**config.mk**
```make
export PLATFORM = sky130hd
export DESIGN_NAME = vbs_front_flat
export DESIGN_NICKNAME = d
export VERILOG_FILES = /design/src/hw/rtl/vbs_pkg.sv /design/src/hw/rtl/vbs_if.sv /design/src/hw/rtl/vbs_front.sv /design/src/flat_wrapper.sv
export SDC_FILE = /design/constraint.sdc
export NUM_CORES = 1
export LEC_CHECK = 0
export BUFFER_PORTS_ARGS = -buffer_cell sky130_fd_sc_hd__buf_2
export CAP_MARGIN = 20
export CORE_AREA = 3 3 223 225
export DETAILED_ROUTE_END_ITERATION = 10
export DIE_AREA = 0 0 226 228
export PLACE_DENSITY_LB_ADDON = 0.12
export SLEW_MARGIN = 20
export SYNTH_ARGS = -nofsm -noshare
export SYNTH_HDL_FRONTEND = slang
export SYNTH_SLANG_ARGS = --single-unit
export TNS_END_PERCENT = 50
```
**constraint.sdc**
```tcl
create_clock -name vclk -period 5.6
set_input_delay 0 -clock vclk [all_inputs]
set_output_delay 0 -clock vclk [all_outputs]
set_load 0.02 [all_outputs]
```
**src/hw/rtl/vbs_pkg.sv**
```systemverilog
// Shared constants, types and fixed-point helpers for the vertex skinning block.
package vbs_pkg;

  localparam int unsigned BONE_COUNT = 64;
  localparam int unsigned MAX_INF    = 4;
  localparam int unsigned BONE_W     = 6;
  localparam int unsigned ROWS       = 4;
  localparam int unsigned AXES       = 3;
  localparam int unsigned ONE_Q15    = 32768;
  localparam int unsigned W_W        = 19;  // signed weight, last one may go negative
  localparam int unsigned WIN_W      = 16;
  localparam int unsigned QDEPTH     = 4;
  localparam int unsigned QPTR_W     = $clog2(QDEPTH);
  localparam int unsigned BADDR_W    = $clog2(BONE_COUNT);
  localparam int unsigned ROW_BITS   = 32 * AXES;

  typedef enum logic [1:0] {
    FUNC_LOAD     = 2'd0,
    FUNC_SKIN     = 2'd1,
    FUNC_SKIN_END = 2'd2
  } func_e;

  typedef logic signed [31:0] word_t;

  typedef struct packed {
    logic                           is_load;
    logic                           batch_end;
    logic [1:0]                     last_inf;
    logic [1:0]                     row;
    logic [MAX_INF-1:0][BONE_W-1:0] bones;
    logic [MAX_INF-1:0][W_W-1:0]    w;
    word_t [AXES-1:0]               vec_a;
    word_t [AXES-1:0]               vec_b;
  } entry_t;

  typedef struct packed {
    logic           first;
    logic           last;
    logic           batch_end;
    logic [W_W-1:0] w;
  } ctl_t;

  function automatic word_t sat32(input logic signed [63:0] v);
    if (v > 64'sd2147483647)       return 32'sh7fffffff;
    else if (v < -64'sd2147483648) return 32'sh80000000;
    else                           return v[31:0];
  endfunction

  function automatic word_t add_sat(input word_t a, input word_t b);
    logic signed [63:0] s;
    s = 64'(a) + 64'(b);
    return sat32(s);
  endfunction

  // Q16.16 x Q16.16, floored
  function automatic word_t mul_q16(input word_t a, input word_t b);
    logic signed [63:0] p;
    p = 64'(a) * 64'(b);
    return sat32(p >>> 16);
  endfunction

  // Q16.16 x signed Q4.15 weight, floored
  function automatic word_t mul_w(input word_t a, input logic signed [W_W-1:0] w);
    logic signed [63:0] p;
    p = 64'(a) * 64'(w);
    return sat32(p >>> 15);
  endfunction

endpackage

```
**src/hw/rtl/vbs_if.sv**
```systemverilog
// Valid/ready channel interfaces for vertex and result items.
interface vbs_in_if;
  logic        valid;
  logic        ready;
  logic [1:0]  func;
  logic [1:0]  slot;
  logic [23:0] bone_ids;
  logic [15:0] weight0;
  logic [15:0] weight1;
  logic [15:0] weight2;
  logic signed [31:0] vec_a_x;
  logic signed [31:0] vec_a_y;
  logic signed [31:0] vec_a_z;
  logic signed [31:0] vec_b_x;
  logic signed [31:0] vec_b_y;
  logic signed [31:0] vec_b_z;
  modport source (output valid, func, slot, bone_ids, weight0, weight1, weight2,
                  vec_a_x, vec_a_y, vec_a_z, vec_b_x, vec_b_y, vec_b_z, input ready);
  modport sink   (input valid, func, slot, bone_ids, weight0, weight1, weight2,
                  vec_a_x, vec_a_y, vec_a_z, vec_b_x, vec_b_y, vec_b_z, output ready);
endinterface


```
**src/hw/rtl/vbs_front.sv**
```systemverilog
// Front end: decodes items, clamps bone ids, derives per-influence weights.
module vbs_front (
  vbs_in_if.sink          in_i,
  input  logic            full_i,
  output logic            push_o,
  output vbs_pkg::entry_t entry_o
);

  logic                        keep;
  logic [vbs_pkg::BONE_W-1:0]  raw;
  logic [17:0]                 pre;
  logic [vbs_pkg::WIN_W-1:0]   win [vbs_pkg::MAX_INF];

  assign in_i.ready = !full_i;
  assign push_o     = in_i.valid && !full_i && keep;

  always_comb begin
    win[0] = in_i.weight0;
    win[1] = in_i.weight1;
    win[2] = in_i.weight2;
    win[3] = '0;
    entry_o.is_load   = (in_i.func == vbs_pkg::FUNC_LOAD);
    entry_o.batch_end = (in_i.func == vbs_pkg::FUNC_SKIN_END);
    entry_o.row       = in_i.slot;
    entry_o.last_inf  = ({1'b0, in_i.slot} > 3'(vbs_pkg::MAX_INF - 1)) ?
                        2'(vbs_pkg::MAX_INF - 1) : in_i.slot;
    entry_o.vec_a     = {in_i.vec_a_z, in_i.vec_a_y, in_i.vec_a_x};
    entry_o.vec_b     = {in_i.vec_b_z, in_i.vec_b_y, in_i.vec_b_x};
    pre = '0;
    for (int k = 0; k < vbs_pkg::MAX_INF; k++) begin
      raw = in_i.bone_ids[k*vbs_pkg::BONE_W +: vbs_pkg::BONE_W];
      entry_o.bones[k] = ({1'b0, raw} >= 7'(vbs_pkg::BONE_COUNT)) ?
                         6'(vbs_pkg::BONE_COUNT - 1) : raw;
      if (2'(k) < entry_o.last_inf) begin
        entry_o.w[k] = 19'(win[k]);
      end else if (2'(k) == entry_o.last_inf) begin
        entry_o.w[k] = 19'(vbs_pkg::ONE_Q15) - {1'b0, pre};
      end else begin
        entry_o.w[k] = '0;
      end
      pre = pre + 18'(win[k]);
    end
    raw = in_i.bone_ids[vbs_pkg::BONE_W-1:0];
    unique case (in_i.func)
      vbs_pkg::FUNC_LOAD:     keep = ({1'b0, raw} < 7'(vbs_pkg::BONE_COUNT));
      vbs_pkg::FUNC_SKIN,
      vbs_pkg::FUNC_SKIN_END: keep = 1'b1;
      default:                keep = 1'b0;  // unused code, dropped
    endcase
  end

endmodule

```
**src/flat_wrapper.sv**
```systemverilog
// flat-port wrapper written by rule: the top's interface ports become plain ports
module vbs_front_flat 
  (full_i, push_o, entry_o, in_i_valid, in_i_func, in_i_slot, in_i_bone_ids, in_i_weight0, in_i_weight1, in_i_weight2, in_i_vec_a_x, in_i_vec_a_y, in_i_vec_a_z, in_i_vec_b_x, in_i_vec_b_y, in_i_vec_b_z, in_i_ready);
  vbs_in_if in_i_i ();
  input  logic full_i;
  output logic push_o;
  output vbs_pkg::entry_t entry_o;
  input wire logic [$bits(in_i_i.valid)-1:0] in_i_valid;
  input wire logic [$bits(in_i_i.func)-1:0] in_i_func;
  input wire logic [$bits(in_i_i.slot)-1:0] in_i_slot;
  input wire logic [$bits(in_i_i.bone_ids)-1:0] in_i_bone_ids;
  input wire logic [$bits(in_i_i.weight0)-1:0] in_i_weight0;
  input wire logic [$bits(in_i_i.weight1)-1:0] in_i_weight1;
  input wire logic [$bits(in_i_i.weight2)-1:0] in_i_weight2;
  input wire logic [$bits(in_i_i.vec_a_x)-1:0] in_i_vec_a_x;
  input wire logic [$bits(in_i_i.vec_a_y)-1:0] in_i_vec_a_y;
  input wire logic [$bits(in_i_i.vec_a_z)-1:0] in_i_vec_a_z;
  input wire logic [$bits(in_i_i.vec_b_x)-1:0] in_i_vec_b_x;
  input wire logic [$bits(in_i_i.vec_b_y)-1:0] in_i_vec_b_y;
  input wire logic [$bits(in_i_i.vec_b_z)-1:0] in_i_vec_b_z;
  output wire logic [$bits(in_i_i.ready)-1:0] in_i_ready;
  assign in_i_i.valid = in_i_valid;
  assign in_i_i.func = in_i_func;
  assign in_i_i.slot = in_i_slot;
  assign in_i_i.bone_ids = in_i_bone_ids;
  assign in_i_i.weight0 = in_i_weight0;
  assign in_i_i.weight1 = in_i_weight1;
  assign in_i_i.weight2 = in_i_weight2;
  assign in_i_i.vec_a_x = in_i_vec_a_x;
  assign in_i_i.vec_a_y = in_i_vec_a_y;
  assign in_i_i.vec_a_z = in_i_vec_a_z;
  assign in_i_i.vec_b_x = in_i_vec_b_x;
  assign in_i_i.vec_b_y = in_i_vec_b_y;
  assign in_i_i.vec_b_z = in_i_vec_b_z;
  assign in_i_ready = in_i_i.ready;
  vbs_front u_core (.in_i(in_i_i), .full_i(full_i), .push_o(push_o), .entry_o(entry_o));
endmodule
```
### After elaboration in Yosys (flattened, before gate mapping)

Index checks and enable logic that the tools add are counted.

| cells by class | value |
|---|---|
| $lt $le $gt $ge | 4 |
| $add $sub $neg | 5 |
| muxes and demuxes | 9 |
| reductions and logical operators | 6 |
| equal/unequal tests | 5 |

Operators with widths:

| cell | count |
|---|---|
| 19-bit 2-to-1 mux | 7 |
| 16-bit by 18-bit subtractor with 19-bit output, first input constant | 2 |
| 18-bit by 16-bit adder with 18-bit output | 1 |
| 16-bit by 16-bit adder with 17-bit output | 1 |
| 16-bit by 16-bit subtractor with 17-bit output, first input constant | 1 |
| 16-bit 2-to-1 mux | 1 |
| 2-bit == test, first input constant | 2 |
| 2-bit logical NOT | 2 |
| 1-bit by 2-bit < comparator with 1-bit output, first input constant | 2 |
| 2-bit < comparator, first input constant | 2 |
| 3-bit OR reduction | 1 |
| 1-bit by 2-bit == test with 1-bit output, first input constant | 1 |
| 2-bit by 1-bit == test with 1-bit output, second input constant | 1 |
| 2-bit == test, second input constant | 1 |
| 1-bit logical AND | 2 |
| 1-bit logical NOT | 1 |
| 1-bit 2-to-1 mux | 1 |

| storage, ports and cells | value |
|---|---|
| output and inout port bits | 300 |
| word-level logic and storage cells | 29 |
| register bits | 0 |
| bits of input ports | 270 |

### Depth between registers and ports, before layout

| logic depth | value |
|---|---|
| word-level depth | 5 |
| gate-level depth with buffers | 18 |
| mapped depth without buffers | 18 |

### Worst setup path after synthesis

No wires, ideal clock.

| timing path | value |
|---|---|
| path kind | input -> output |
| start point | input port in_i_weight1[5] |
| end point | output port entry_o[266] (netlist name) |
| stages on the path | 16 |
| data arrival time | 3943 ps |
| setup slack | 1657 ps |
| path through | ha_1 o21ai_0 nand2b_1 nand3_1 o21ai_0 xor2_1 ha_1 a21oi_1 nand2_1 nor3_2 o21bai_1 o311a_1 or3_1 a2111oi_4 mux2i_1 a31oi_1 |

RTL lines:

| item | RTL line | source |
|---|---|---|
| from (decl) | flat_wrapper.sv:13 | `input wire logic [$bits(in_i_i.weight1)-1:0] in_i_weight1;` |
| to (decl) | flat_wrapper.sv:7 | `output vbs_pkg::entry_t entry_o;` |

==> impl_metrics.toml <==
[sta]
maxSlewViolCount = 0
fin_tns_setup_ps = 0
layout_min_cycle_time_ps = 4680
worst_slew_pin_slew_ps = 831
max-slew-margin-rel_pct = 44.4
rsz0062_at_grt = "false"
hold_viol = 0
fmax_ghz = 0.214
final.period_utilization_pct = 83.6
setup_viol = 0

[critical_path]
endpoint_kind = "output port"
worstPathRequired_ps = 5600
crit_arrival_ps = 4680
start_kind = "primary input"
worst-setup-path-type = "primary input to output port"
path_max_fanout = 6

[routing]
finalWirelength_um = 22400
vias = 4211
firstDrtPassIters = 4
drt_iter0_markers = 133
antenna_left = 0
wl_per_cell_um = 18.4
drc = 0
via_per_inst = 3.46

[global_route]
grt_use_total_pct = 8.24
grt_max_degree = 32
grt_overflow = 0
grt_pass1_vias = 4523
grt_pass1_wl_um = 31900
antenna_found_initial = 3

[clock_network]
post-cts-setup-buffers = 0
postCtsResizedCells = 0
hold_buffers = 0

[floorplanning]
die_w_um = 226
die_y_um = 228
core-area_mm2 = 0.0477
die_area_mm2 = 0.0515
initial_core_util_pct = 10.3
num_io_pins = 570
rows = 80

[cells_and_area]
fin_nets = 913
register_area_um2 = 0
stdcell_area_mm2 = 0.00465
syn_to_final_growth_pct = -5.57
antennaDiodeCount = 0
seq_cell_count = 0
clkbuf_count = 0
drive_above_1_share_pct = 25.9

[pwr]
ir_drop_v = 0.0000343
leakage_nw = 1.93
power_density_mw_per_mm2 = 186

[placed_design]
dp_hpwl_um = 19800
place_area_mm2 = 0.00465
gp_congestion = 0.678
io_buffers = 135

[flow_run]
cap_violations = 0

[synth]
synth_top_area_cell = "buf_4"
yosysWarnings = 0
synthCells = 706
synth_cell_types = 61
synth_area_leaders = "buf_4 (34%), ha_1 (9.1%), xnor2_1 (6.4%), xor2_1 (3.4%), o21ai_0 (3.3%)"
yosysSeqAreaShare_pct = 0
syn_avg_cell_area_um2 = 6.97
yosysTopAreaCellShare_pct = 34.3
syn_area_mm2 = 0.00492

[worst_hold_path]
hp-class = "primary input to output port"

[status]
status = "completed"
[stage by stage]
stage | std cells | utilization (%) | total power, mW | worst slack [ps] | hold WS [ps]
floorplan | 708 | - | 0.838 | 1660 | 74.9
finish | 1218 | 9.74 | 0.865 | 919 | 0.00654
CTS | 1218 | 9.74 | 0.892 | 743 | 0.137
global placement | 1218 | 9.74 | 0.903 | 771 | 0.137
global route | 1218 | 9.74 | 0.974 | 480 | 0.0293
detailed placement | 1218 | 9.74 | 0.889 | 753 | 0.137
[synth_stat cells (all sizes together) (7+ instances only)]
cell    number
buf        227
nand2       42
ha          36
nor2        36
xnor2       36
o21ai       32
inv         24
a21oi       23
nor2b       20
nor3        19
xor2        19
clkbuf      18
nand2b      13
nand3       13
a22o        11
and2        11
a21o         9
and3         9
nor4         9
or3          9
o211ai       7
o21a         7
o31ai        7
[cell families (layout without fill, tap and decap cells)]
family	count (synthesis)	in the layout	synth area share [%]
AND/OR/NAND/NOR	203	203	21.7
buffers and inverters	269	164	37.7
XOR/XNOR	55	55	9.78
adder cells (fa/ha/maj)	38	38	9.96
multiplexers	4	4	0.813
AO/OA/AOI/OAI	136	136	19.9
other	1	3	0.0762
[cells in the final DEF (no fill, tap or decap), types with 8 or more instances in the layout]
master / netlist / final
a21o_1: 9 / 9
a21oi_1: 20 / 20
a22o_1: 11 / 11
and2_1: 11 / 11
and3_1: 9 / 9
buf_2: 2 / 135
ha_1: 36 / 36
inv_1: 24 / 24
nand2_1: 42 / 42
nand2b_1: 13 / 13
nand3_1: 13 / 13
nor2_1: 36 / 36
nor2b_1: 20 / 19
nor3_1: 17 / 17
nor4_1: 8 / 8
o21ai_0: 32 / 32
or3_1: 9 / 9
xnor2_1: 36 / 36
xor2_1: 19 / 19
[final timing paths]
path | slack [ps] | start | cells after the start | to
setup / recovery | 920 | in_i_weight1[1] | 18 | entry_o[266]
hold / removal | 0.007 | in_i_bone_ids[5] | 0 | entry_o[273]
[per-layer routing]
layer  share of wire (%)  track usage, %  wire length [µm]
met3                 7.9            2.37              1760
met4                 3.5            2.56               791
met2                  51            15.1             11300
met1                  38            8.98              8500
met5               0.045           0.854                10
[layout make-up]
class,count,area [µm²]
timing repair buffer,140,713
inverter,24,90.1
tap,615,769
fill,5571,43100
multi-input combinational,439,3080
[critical path, cell delays in order]
cell and delay (ps):
buf_2 120, ha_1 300, a211oi_1 280, o21bai_1 160, and2_1 200, o41ai_2 250
xnor2_1 340, ha_1 430, a21oi_1 300, nand2_1 100, nor3_2 230, o21bai_1 160
o311a_1 320, or3_1 420, a2111oi_4 470, mux2i_1 270, a31oi_1 120, buf_2 200
[report_power, final]
group	internal [mW]	switching, mW
registers	0	0
logic	0.317	0.547
clock network	0	0
total	0.317	0.547
Note: power is estimated with default switching activity, not from simulation.
