**config.mk**
```make
export PLATFORM = sky130hd
export DESIGN_NAME = vbs_fifo
export DESIGN_NICKNAME = d
export VERILOG_FILES = /design/src/hw/rtl/vbs_pkg.sv /design/src/hw/rtl/vbs_fifo.sv
export SDC_FILE = /design/constraint.sdc
export NUM_CORES = 1
export LEC_CHECK = 0
export ABC_AREA = 1
export BUFFER_PORTS_ARGS = -buffer_cell sky130_fd_sc_hd__buf_2
export CORE_ASPECT_RATIO = 1.5
export CORE_UTILIZATION = 40
export DETAILED_ROUTE_END_ITERATION = 7
export PLACE_DENSITY_LB_ADDON = 0.12
export SYNTH_ARGS = -nofsm -noshare
export SYNTH_HDL_FRONTEND = slang
export SYNTH_SLANG_ARGS = --single-unit
```
**constraint.sdc**
```tcl
create_clock -name clk_i -period 9.53 [get_ports clk_i]
set_clock_uncertainty 0.2 [all_clocks]
set_input_delay 1.906 -clock clk_i [delete_from_list [all_inputs] [get_ports clk_i]]
set_output_delay 1.906 -clock clk_i [all_outputs]
set_load 0.01 [all_outputs]
```
**src/hw/rtl/vbs_pkg.sv**
```systemverilog
// Shared constants, types and fixed-point helpers for the vertex skinning block.
package vbs_pkg;

  localparam int unsigned BONE_COUNT = 64;
  localparam int unsigned MAX_INF    = 4;
  localparam int unsigned BONE_W     = 6;
  localparam int unsigned ROWS       = 4;
  localparam int unsigned AXES       = 3;
  localparam int unsigned ONE_Q15    = 32768;
  localparam int unsigned W_W        = 19;  // signed weight, last one may go negative
  localparam int unsigned WIN_W      = 16;
  localparam int unsigned QDEPTH     = 4;
  localparam int unsigned QPTR_W     = $clog2(QDEPTH);
  localparam int unsigned BADDR_W    = $clog2(BONE_COUNT);
  localparam int unsigned ROW_BITS   = 32 * AXES;

  typedef enum logic [1:0] {
    FUNC_LOAD     = 2'd0,
    FUNC_SKIN     = 2'd1,
    FUNC_SKIN_END = 2'd2
  } func_e;

  typedef logic signed [31:0] word_t;

  typedef struct packed {
    logic                           is_load;
    logic                           batch_end;
    logic [1:0]                     last_inf;
    logic [1:0]                     row;
    logic [MAX_INF-1:0][BONE_W-1:0] bones;
    logic [MAX_INF-1:0][W_W-1:0]    w;
    word_t [AXES-1:0]               vec_a;
    word_t [AXES-1:0]               vec_b;
  } entry_t;

  typedef struct packed {
    logic           first;
    logic           last;
    logic           batch_end;
    logic [W_W-1:0] w;
  } ctl_t;

  function automatic word_t sat32(input logic signed [63:0] v);
    if (v > 64'sd2147483647)       return 32'sh7fffffff;
    else if (v < -64'sd2147483648) return 32'sh80000000;
    else                           return v[31:0];
  endfunction

  function automatic word_t add_sat(input word_t a, input word_t b);
    logic signed [63:0] s;
    s = 64'(a) + 64'(b);
    return sat32(s);
  endfunction

  // Q16.16 x Q16.16, floored
  function automatic word_t mul_q16(input word_t a, input word_t b);
    logic signed [63:0] p;
    p = 64'(a) * 64'(b);
    return sat32(p >>> 16);
  endfunction

  // Q16.16 x signed Q4.15 weight, floored
  function automatic word_t mul_w(input word_t a, input logic signed [W_W-1:0] w);
    logic signed [63:0] p;
    p = 64'(a) * 64'(w);
    return sat32(p >>> 15);
  endfunction

endpackage

```
**src/hw/rtl/vbs_fifo.sv**
```systemverilog
// Short queue of decoded items between front and back end.
module vbs_fifo (
  input  logic            clk_i,
  input  logic            rst_ni,
  input  logic            push_i,
  input  vbs_pkg::entry_t entry_i,
  output logic            full_o,
  input  logic            pop_i,
  output logic            valid_o,
  output vbs_pkg::entry_t head_o
);

  vbs_pkg::entry_t                 slot_q [vbs_pkg::QDEPTH];
  logic [vbs_pkg::QPTR_W-1:0]      wr_q, rd_q;
  logic [vbs_pkg::QPTR_W:0]        cnt_q, cnt_d;

  assign full_o  = (cnt_q == (vbs_pkg::QPTR_W+1)'(vbs_pkg::QDEPTH));
  assign valid_o = (cnt_q != '0);
  assign head_o  = slot_q[rd_q];
  assign cnt_d   = cnt_q + (vbs_pkg::QPTR_W+1)'(push_i) - (vbs_pkg::QPTR_W+1)'(pop_i);

  always_ff @(posedge clk_i or negedge rst_ni) begin
    if (!rst_ni) begin
      wr_q  <= '0;
      rd_q  <= '0;
      cnt_q <= '0;
    end else begin
      cnt_q <= cnt_d;
      if (push_i) wr_q <= wr_q + 1'b1;
      if (pop_i)  rd_q <= rd_q + 1'b1;
    end
  end

  always_ff @(posedge clk_i) begin
    if (push_i) slot_q[wr_q] <= entry_i;
  end

endmodule

```
# Yosys cells after proc, flatten, opt, wreduce, memory -nomap -nowiden
# Memory sizes are Yosys's and may differ from the RTL's.
# Cells that the tools add are included.
[word_totals] regBits=7 n_memories=1 mem_bits_rw=1192 in_bits=302 elab_cells=12 out_inout_bits=300
[mem_list] memory="slot_q" depth=4 width=298 read_ports=1 rd_clocked_by_memory_dff=0 wr=1 line="vbs_fifo.sv:13" source="vbs_pkg::entry_t slot_q [vbs_pkg::QDEPTH];"
[classes] n_reduce_logical=1 add_sub_neg=4 n_eq_ne=1 muxes=2
[ops] operator="2-bit by 1-bit adder with 2-bit output (second input constant)" n=2
[ops] operator="3-bit by 1-bit adder with 3-bit output" n=1
[ops] operator="3-bit equality test (second input constant)" n=1
[ops] operator="3-bit nonzero test" n=1
[ops] operator="3-bit by 1-bit subtractor with 3-bit output" n=1
[ops] operator="1-bit two-way mux" n=2

# Logic depth before layout (Yosys ltp)
# Gate-level depths: netlist of the first run.
[logic_depth] ltp_word=2 mapped_depth=8

# Worst setup path after synthesis of the first run
# OpenSTA, ideal clock, no wires.
[synth_path] path_type="input -> register" from="input port push_i" to="memory slot_q[1][0] (netlist bit) (enable)" path_slack_ns=0.729 cell_stages=3 t_required_ns=8.681 arrival_time_ns=7.952 n_path_buf=1 setup_time_ns=0.649 path_cell_list="clkbuf_1 > nand2_1 > inv_1"
[synth_between] elab_chain_len=2
[synth_lines] item="from (decl)" line="vbs_fifo.sv:5" source="input logic push_i,"
[synth_lines] item="1-bit two-way mux" line="vbs_fifo.sv:35" source="if (push_i) slot_q[wr_q] <= entry_i;"
[synth_lines] item="1-bit two-way mux (not written as such)" line="vbs_fifo.sv:35"
[synth_lines] item="to (decl)" line="vbs_fifo.sv:13"
# Every way passes these cells.

==> results of run 1 <==
## final cells by class
cell class,instances,share of cell area
antenna,8,0.000343
clock buffer,146,0.0518
clock inverter,65,0.0107
inverter,1206,0.0783
multi-input combinational,2111,0.150
sequential,1199,0.617
tap,1610,0.0345
timing repair buffer,627,0.0577
## through the flow
stage	hold slack (ns)	total power [mW]	instances	cell area (um^2)	util
detailed placement	0.343	13.8	6753	54700	0.436
global placement	0.336	13.8	6753	54700	0.436
floorplan	0.294	11.6	4716	50500	-
CTS	0.355	18.3	6964	58300	0.465
global route	0.379	19.1	6969	58300	0.466
finish	0.346	18.0	6972	58400	0.466
## per-layer routing
| layer | up-vias | track usage |
|---|---|---|
| met4 | 82 | 0.0612 |
| met5 | - | 0 |
| met1 | 14900 | 0.221 |
| met3 | 264 | 0.0643 |
| met2 | 796 | 0.318 |
| li1 | 15800 | - |
## cells by family after synthesis
family / Yosys count
simple gates: 2100
buf+inv: 1406
flops: 1199
fa+ha+maj: 7
xor+xnor: 3
compound gates: 1
## registers in the layout, summed over array words and instances, names as in the netlist
name,count
cnt_q,3
rd_q,2
slot_q,1192
wr_q,2
## worst max-delay path by stage
stage                   startpoint                     end  slack, ns  cells past startpoint
2_1_floorplan               push_i  slot_q[1][0]$_DFFE_PP_       0.73                      3
3_3_place_gp   rd_q[0]$_DFFE_PN0P_             head_o[103]       4.36                      6
3_5_place_dp   rd_q[1]$_DFFE_PN0P_             head_o[102]       4.32                      6
4_1_cts        rd_q[1]$_DFFE_PN0P_             head_o[102]       3.53                      6
5_1_grt        rd_q[0]$_DFFE_PN0P_             head_o[103]       3.32                      6
6_report       rd_q[0]$_DFFE_PN0P_             head_o[103]       3.61                      6
## power groups by stage
stage,logic (mW),registers [mW],clock network (mW)
floorplan,4.11,7.45,0
global placement,6.55,7.23,0
detailed placement,6.58,7.25,0
CTS,6.60,7.14,4.55
global route,7.17,7.21,4.72
finish,6.44,7.13,4.42
## placed cells by master (no fill, tap or decap), types with 5 or more instances in the layout
cell       Yosys  routed
inv_1       1205    1200
clkbuf_8       0       5
clkinv_2       0      21
nand3_1      598     598
clkinv_1       0      25
bufinv_16      0      10
buf_4         15      13
buf_2         92     601
clkbuf_16      0     114
diode_2        0       8
inv_8          0       7
clkbuf_1      37      27
edfxtp_1    1192    1192
nand2_1     1501    1501
buf_12         0      13
dfrtp_1        7       5
ha_1           6       6
==> results.py, run 1 <==
metrics = {
    "synthesis": {
        "synthTopCellsByArea": "edfxtp_1, nand2_1, inv_1",
        "synth-xor-area-share": 0.000520,
        "synth_top_area_frac": 0.708,
        "synth-edff-count": 1192,
        "synth_compound_area_frac": 0.0000990,
        "synth_warnings": 0,
        "synth_nets": 5025,
        "syn_avg_cell_area_um2": 10.7,
        "synth_area_um2": 50500,
        "synth_top_family_by_area": "simple AND/OR/NAND/NOR gates",
        "synthFlopType": "edfxtp_1",
        "yosysMostFrequentCell": "nand2_1",
        "synth_cell_types": 17,
        "netlist_instances": 4716,
        "ys_ff_latch": 1199,
        "muxShareOfSynthArea": 0,
        "yosysTopAreaCell": "edfxtp_1",
        "ys_seq_area_frac": 0.712,
        "synth-simple-area-share": 0.171,
        "synthAdderAreaFrac": 0.00188,
        "synth_commonest_cells": "nand2_1, inv_1, edfxtp_1",
        "synth-async-reset-ratio": 0.00584,
    },
    "final_layout": {
        "fillers": 11500,
        "nets": 5568,
        "layout-drive-gt1-share": 0.148,
        "syn_to_final_growth_pct": 15.4,
        "layout.area.seq_um2": 36000,
        "multiInputGateArea_um2": 8760,
    },
    "timing": {
        "setup_viol": 0,
        "clock.fmax_mhz": 169,
        "final_hold_viol_count": 0,
        "max_slew_margin": 0.250,
        "setup_tns_ns": 0,
        "rsz0062_at_grt": "false",
        "period_share": 0.621,
        "tightest_slew_ns": 1.13,
        "finalMaxSlewViolations": 0,
        "final.min_clock_period_ns": 5.92,
        "postLayoutSetupSlackWorst_ns": 3.61,
    },
    "route": {
        "drt-pass1-iter-count": 5,
        "routedWlPerCell_um": 17.4,
        "viasPerCell": 4.57,
        "drt_iter0_markers": 1573,
        "met3_length_um": 9810,
        "route.detailed.drc": 0,
        "vias": 31800,
        "antenna_violating_nets_post_route": 0,
        "wl_met2_um": 58800,
        "drt-met1-wl_um": 48900,
        "wirelength_um": 121000,
        "dr.max_layer_used": "met5",
    },
    "global_routing": {
        "gr-total-overflow": 0,
        "grtUsageTotal": 0.187,
        "antenna_found_initial": 67,
        "grt_pass1_vias": 30600,
        "grt_first_pass_wirelength_um": 182000,
        "grt_max_degree": 208,
    },
    "setup_path": {
        "rr_startpoint": "wr_q[0]$_DFFE_PN0P_",
        "path_common_cell": "nand2_1",
        "critPathSlowestCell": "inv_8",
        "cp_max_fo": 207,
        "crit_type": "flop to output port",
        "r2r_cells": 6,
        "path_cells": "inv_8, buf_12, nand2_1, nand3_1, nand2_1, buf_2",
        "crit_path_end_kind": "output port",
        "path_delay_family": "buffers and inverters",
        "critPathBufInv": 3,
        "arrival_ns": 3.81,
        "crit_required_ns": 7.42,
        "start_kind": "flop",
        "rrSetupSlack_ns": 6.52,
        "rr_endpoint": "slot_q[2][216]$_DFFE_PP_",
        "cp_slowest_stage_delay_ns": 0.73,
    },
    "power_and_ir_drop": {
        "intPower_mw": 11.3,
        "p_sw_mw": 6.72,
        "power_leakage_nw": 27.0,
        "p_per_area_nw_per_um2": 308,
        "switching_share": 0.374,
        "clkPwrFrac": 0.246,
        "comb_power_share": 0.358,
        "vdd_drop_max_v": 0.000348,
        "seqPwrFrac": 0.396,
    },
    "min_path": {
        "worstHoldStart": "wr_q[0]$_DFFE_PN0P_",
        "whs_path_depth": 1,
        "hold_end": "wr_q[0]$_DFFE_PN0P_",
        "hp-class": "flop to flop",
    },
    "clock_network": {
        "cts_root_buf": "clkbuf_16",
        "post_cts_buffers": 0,
        "postCtsHoldBufs": 0,
        "cts.sinks": 1199,
        "clkSlewWorstSetupHoldPaths_ns": 0.06,
        "cts_made_buffers": 114,
        "ctsLongestPathBuffers": 3,
        "cts_tree": "built",
        "clkLatencyLatePin_ns": 0.70,
        "cts_resized": 0,
        "cts.htree.levels": 3,
    },
    "placement": {
        "hpwl_um": 70000,
        "io_buffer_count": 601,
        "gp_congestion": 0.757,
        "place_ws_ns": 4.32,
    },
    "floorplan": {
        "fp.dieH_um": 437,
        "start_util": 0.403,
        "rows": 159,
        "ios": 602,
        "design.core.area_um2": 125000,
        "die_w_um": 292,
        "dieArea_um2": 128000,
    },
    "status": {
        "outcome": "completed",
    },
    "flow_run": {
        "max_cap_viol_count": 0,
    },
}
No activity file was read; power rests on OpenSTA's default activity.
==> run 2, diff against run 1 <==
==> constraint.sdc (replaced) <==
create_clock -name clk_i -period 6.12 [get_ports clk_i]
set_clock_uncertainty 0.2 [all_clocks]
set_input_delay 1.224 -clock clk_i [delete_from_list [all_inputs] [get_ports clk_i]]
set_output_delay 1.224 -clock clk_i [all_outputs]
set_load 0.01 [all_outputs]
==> run 2 against run 1 <==
Total power rose by 56%. Via count rose by 0.15%. Wire length rose by 0.44%. Sequential power rose by 56%. Critical path depth did not move. Global-route usage rose by 0.16 points. Clock-buffer cell count did not move. Die area did not move. Critical path type unchanged. Largest power group unchanged. Highest routed layer unchanged.
==> results.py, run 2 (synthesis gave the netlist of run 1 again) <==
metrics = {
    "setup_path": {
        "crit_path_end_kind": "output port",
        "start_kind": "flop",
        "crit_type": "flop to output port",
        "critPathSlowestCell": "dfrtp_4",
        "arrival_ns": 3.21,
        "path_cells": "inv_8, buf_4, nand2_1, nand3_1, nand2_1, buf_2",
        "path_common_cell": "nand2_1",
        "cp_max_fo": 142,
        "crit_required_ns": 4.70,
        "cp_slowest_stage_delay_ns": 0.71,
    },
    "floorplan": {
        "design.core.area_um2": 125000,
        "dieArea_um2": 128000,
        "rows": 159,
        "fp.dieH_um": 437,
        "start_util": 0.403,
        "ios": 602,
        "die_w_um": 292,
    },
    "global_routing": {
        "grt_first_pass_wirelength_um": 183000,
        "gr-total-overflow": 0,
        "grt_max_degree": 183,
        "antenna_found_initial": 65,
        "grt_pass1_vias": 31100,
        "grtUsageTotal": 0.189,
    },
    "route": {
        "viasPerCell": 4.56,
        "dr.max_layer_used": "met5",
        "met3_length_um": 10200,
        "vias": 31900,
        "drt_iter0_markers": 1578,
        "drt-met1-wl_um": 47900,
        "antenna_violating_nets_post_route": 0,
        "routedWlPerCell_um": 17.4,
        "wl_met2_um": 59900,
        "route.detailed.drc": 0,
        "wirelength_um": 122000,
        "drt-pass1-iter-count": 5,
    },
    "final_layout": {
        "layout.area.seq_um2": 36000,
        "largest_reg_flops": 1192,
        "largestRegisters": "slot_q: 1192 flops, cnt_q: 3 flops",
        "multiInputGateArea_um2": 8790,
        "fillers": 11500,
        "final_common_cell": "nand2_1",
        "syn_to_final_growth_pct": 15.8,
        "final_cell_mix": "nand2_1, inv_1, edfxtp_1, buf_2, nand3_1",
        "nets": 5582,
        "top_register": "slot_q",
        "final_cells": 6988,
        "layout-drive-gt1-share": 0.149,
    },
    "timing": {
        "finalMaxSlewViolations": 0,
        "clock.fmax_mhz": 216,
        "final_hold_viol_count": 0,
        "setup_viol": 0,
        "tightest_slew_ns": 1.23,
        "period_share": 0.757,
        "setup_tns_ns": 0,
        "max_slew_margin": 0.183,
        "rsz0062_at_grt": "false",
        "final.min_clock_period_ns": 4.63,
    },
    "placement": {
        "place_inst": 6764,
        "hpwl_um": 69700,
        "io_buffer_count": 601,
        "gp_congestion": 0.757,
    },
    "flow_run": {
        "max_cap_viol_count": 0,
    },
    "min_path": {
        "hp-class": "input port to asynchronous set/reset pin",
    },
    "power_and_ir_drop": {
        "p_per_area_nw_per_um2": 480,
        "power_leakage_nw": 27.0,
        "vdd_drop_max_v": 0.000464,
    },
    "clock_network": {
        "postCtsHoldBufs": 0,
        "cts.htree.levels": 3,
        "cts.sinks": 1199,
        "cts_root_buf": "clkbuf_16",
        "clkSlewWorstSetupHoldPaths_ns": 0.06,
        "post_cts_buffers": 0,
        "clkLatencyLatePin_ns": 0.71,
        "cts_resized": 0,
        "ctsLongestPathBuffers": 3,
        "cts_tree": "built",
        "cts_made_buffers": 117,
    },
    "status": {
        "outcome": "completed",
    },
}
-- run 2: cell count changes in the layout (fill, tap and decap cells not counted), moves of 3 or more --
cell       change
nand2_4        +4
buf_12         +6
clkbuf_8       -5
clkinv_1       +6
nand2_1        -4
buf_4          +5
diode_2        +7
inv_8          -5
clkinv_2       -3
clkbuf_16      +4
-- run 2: path summary, 6_finish.rpt --
| check | from | endpoint | slack (ns) | cells past startpoint |
|---|---|---|---|---|
| hold / removal | rst_ni | wr_q[0]$_DFFE_PN0P_ | 0.14 | 1 |
| setup / recovery | rd_q[0]$_DFFE_PN0P_ | head_o[163] | 1.49 | 6 |
| max in group asynchronous | rst_ni | rd_q[0]$_DFFE_PN0P_ | 5.38 | 1 |
| min in group clk_i | wr_q[0]$_DFFE_PN0P_ | wr_q[0]$_DFFE_PN0P_ | 0.34 | 1 |
| setup reg to reg | wr_q[0]$_DFFE_PN0P_ | slot_q[3][161]$_DFFE_PP_ | 3.23 | 4 |
| hold reg to reg | wr_q[0]$_DFFE_PN0P_ | wr_q[0]$_DFFE_PN0P_ | 0.34 | 1 |
-- run 2: where the power goes --
part	internal, mW	leakage (nW)	total, mW	switching, mW
combinational	2.98	14.2	10.1	7.16
clock	3.86	1.76	6.85	2.99
sequential	10.7	11.0	11.1	0.379
-- run 2: area by class of cell --
cell class | count | area share
tap | 1610 | 0.0344
clock inverter | 63 | 0.00956
multi-input combinational | 2111 | 0.150
sequential | 1199 | 0.615
inverter | 1206 | 0.0779
timing repair buffer | 638 | 0.0602
clock buffer | 146 | 0.0523
antenna | 15 | 0.000641
-- run 2: layer usage --
metal | up-vias | global-route usage
li1 | 15800 | -
met1 | 15000 | 0.217
met2 | 740 | 0.326
met3 | 252 | 0.0649
met4 | 74 | 0.0654
met5 | - | 0
-- run 2: stage by stage --
stage	cell area [um^2]	setup WS [ns]	hold slack, ns	util	total power, mW
after floorplan	50600	-0.359	0.294	-	17.9
after global placement	54900	2.19	0.324	0.438	21.6
after detailed placement	54900	2.16	0.332	0.438	21.7
after CTS	58500	1.37	0.0742	0.467	28.6
after global routing	58500	1.20	0.102	0.467	29.9
final	58500	1.49	0.144	0.467	28.1
-- run 2: critical path, delay by kind of cell (launching register included) --
| family | cells | cell delay, ns |
|---|---|---|
| buffers and inverters | 3 | 1.33 |
| flip-flops | 1 | 0.71 |
| AND/OR/NAND/NOR | 3 | 0.30 |
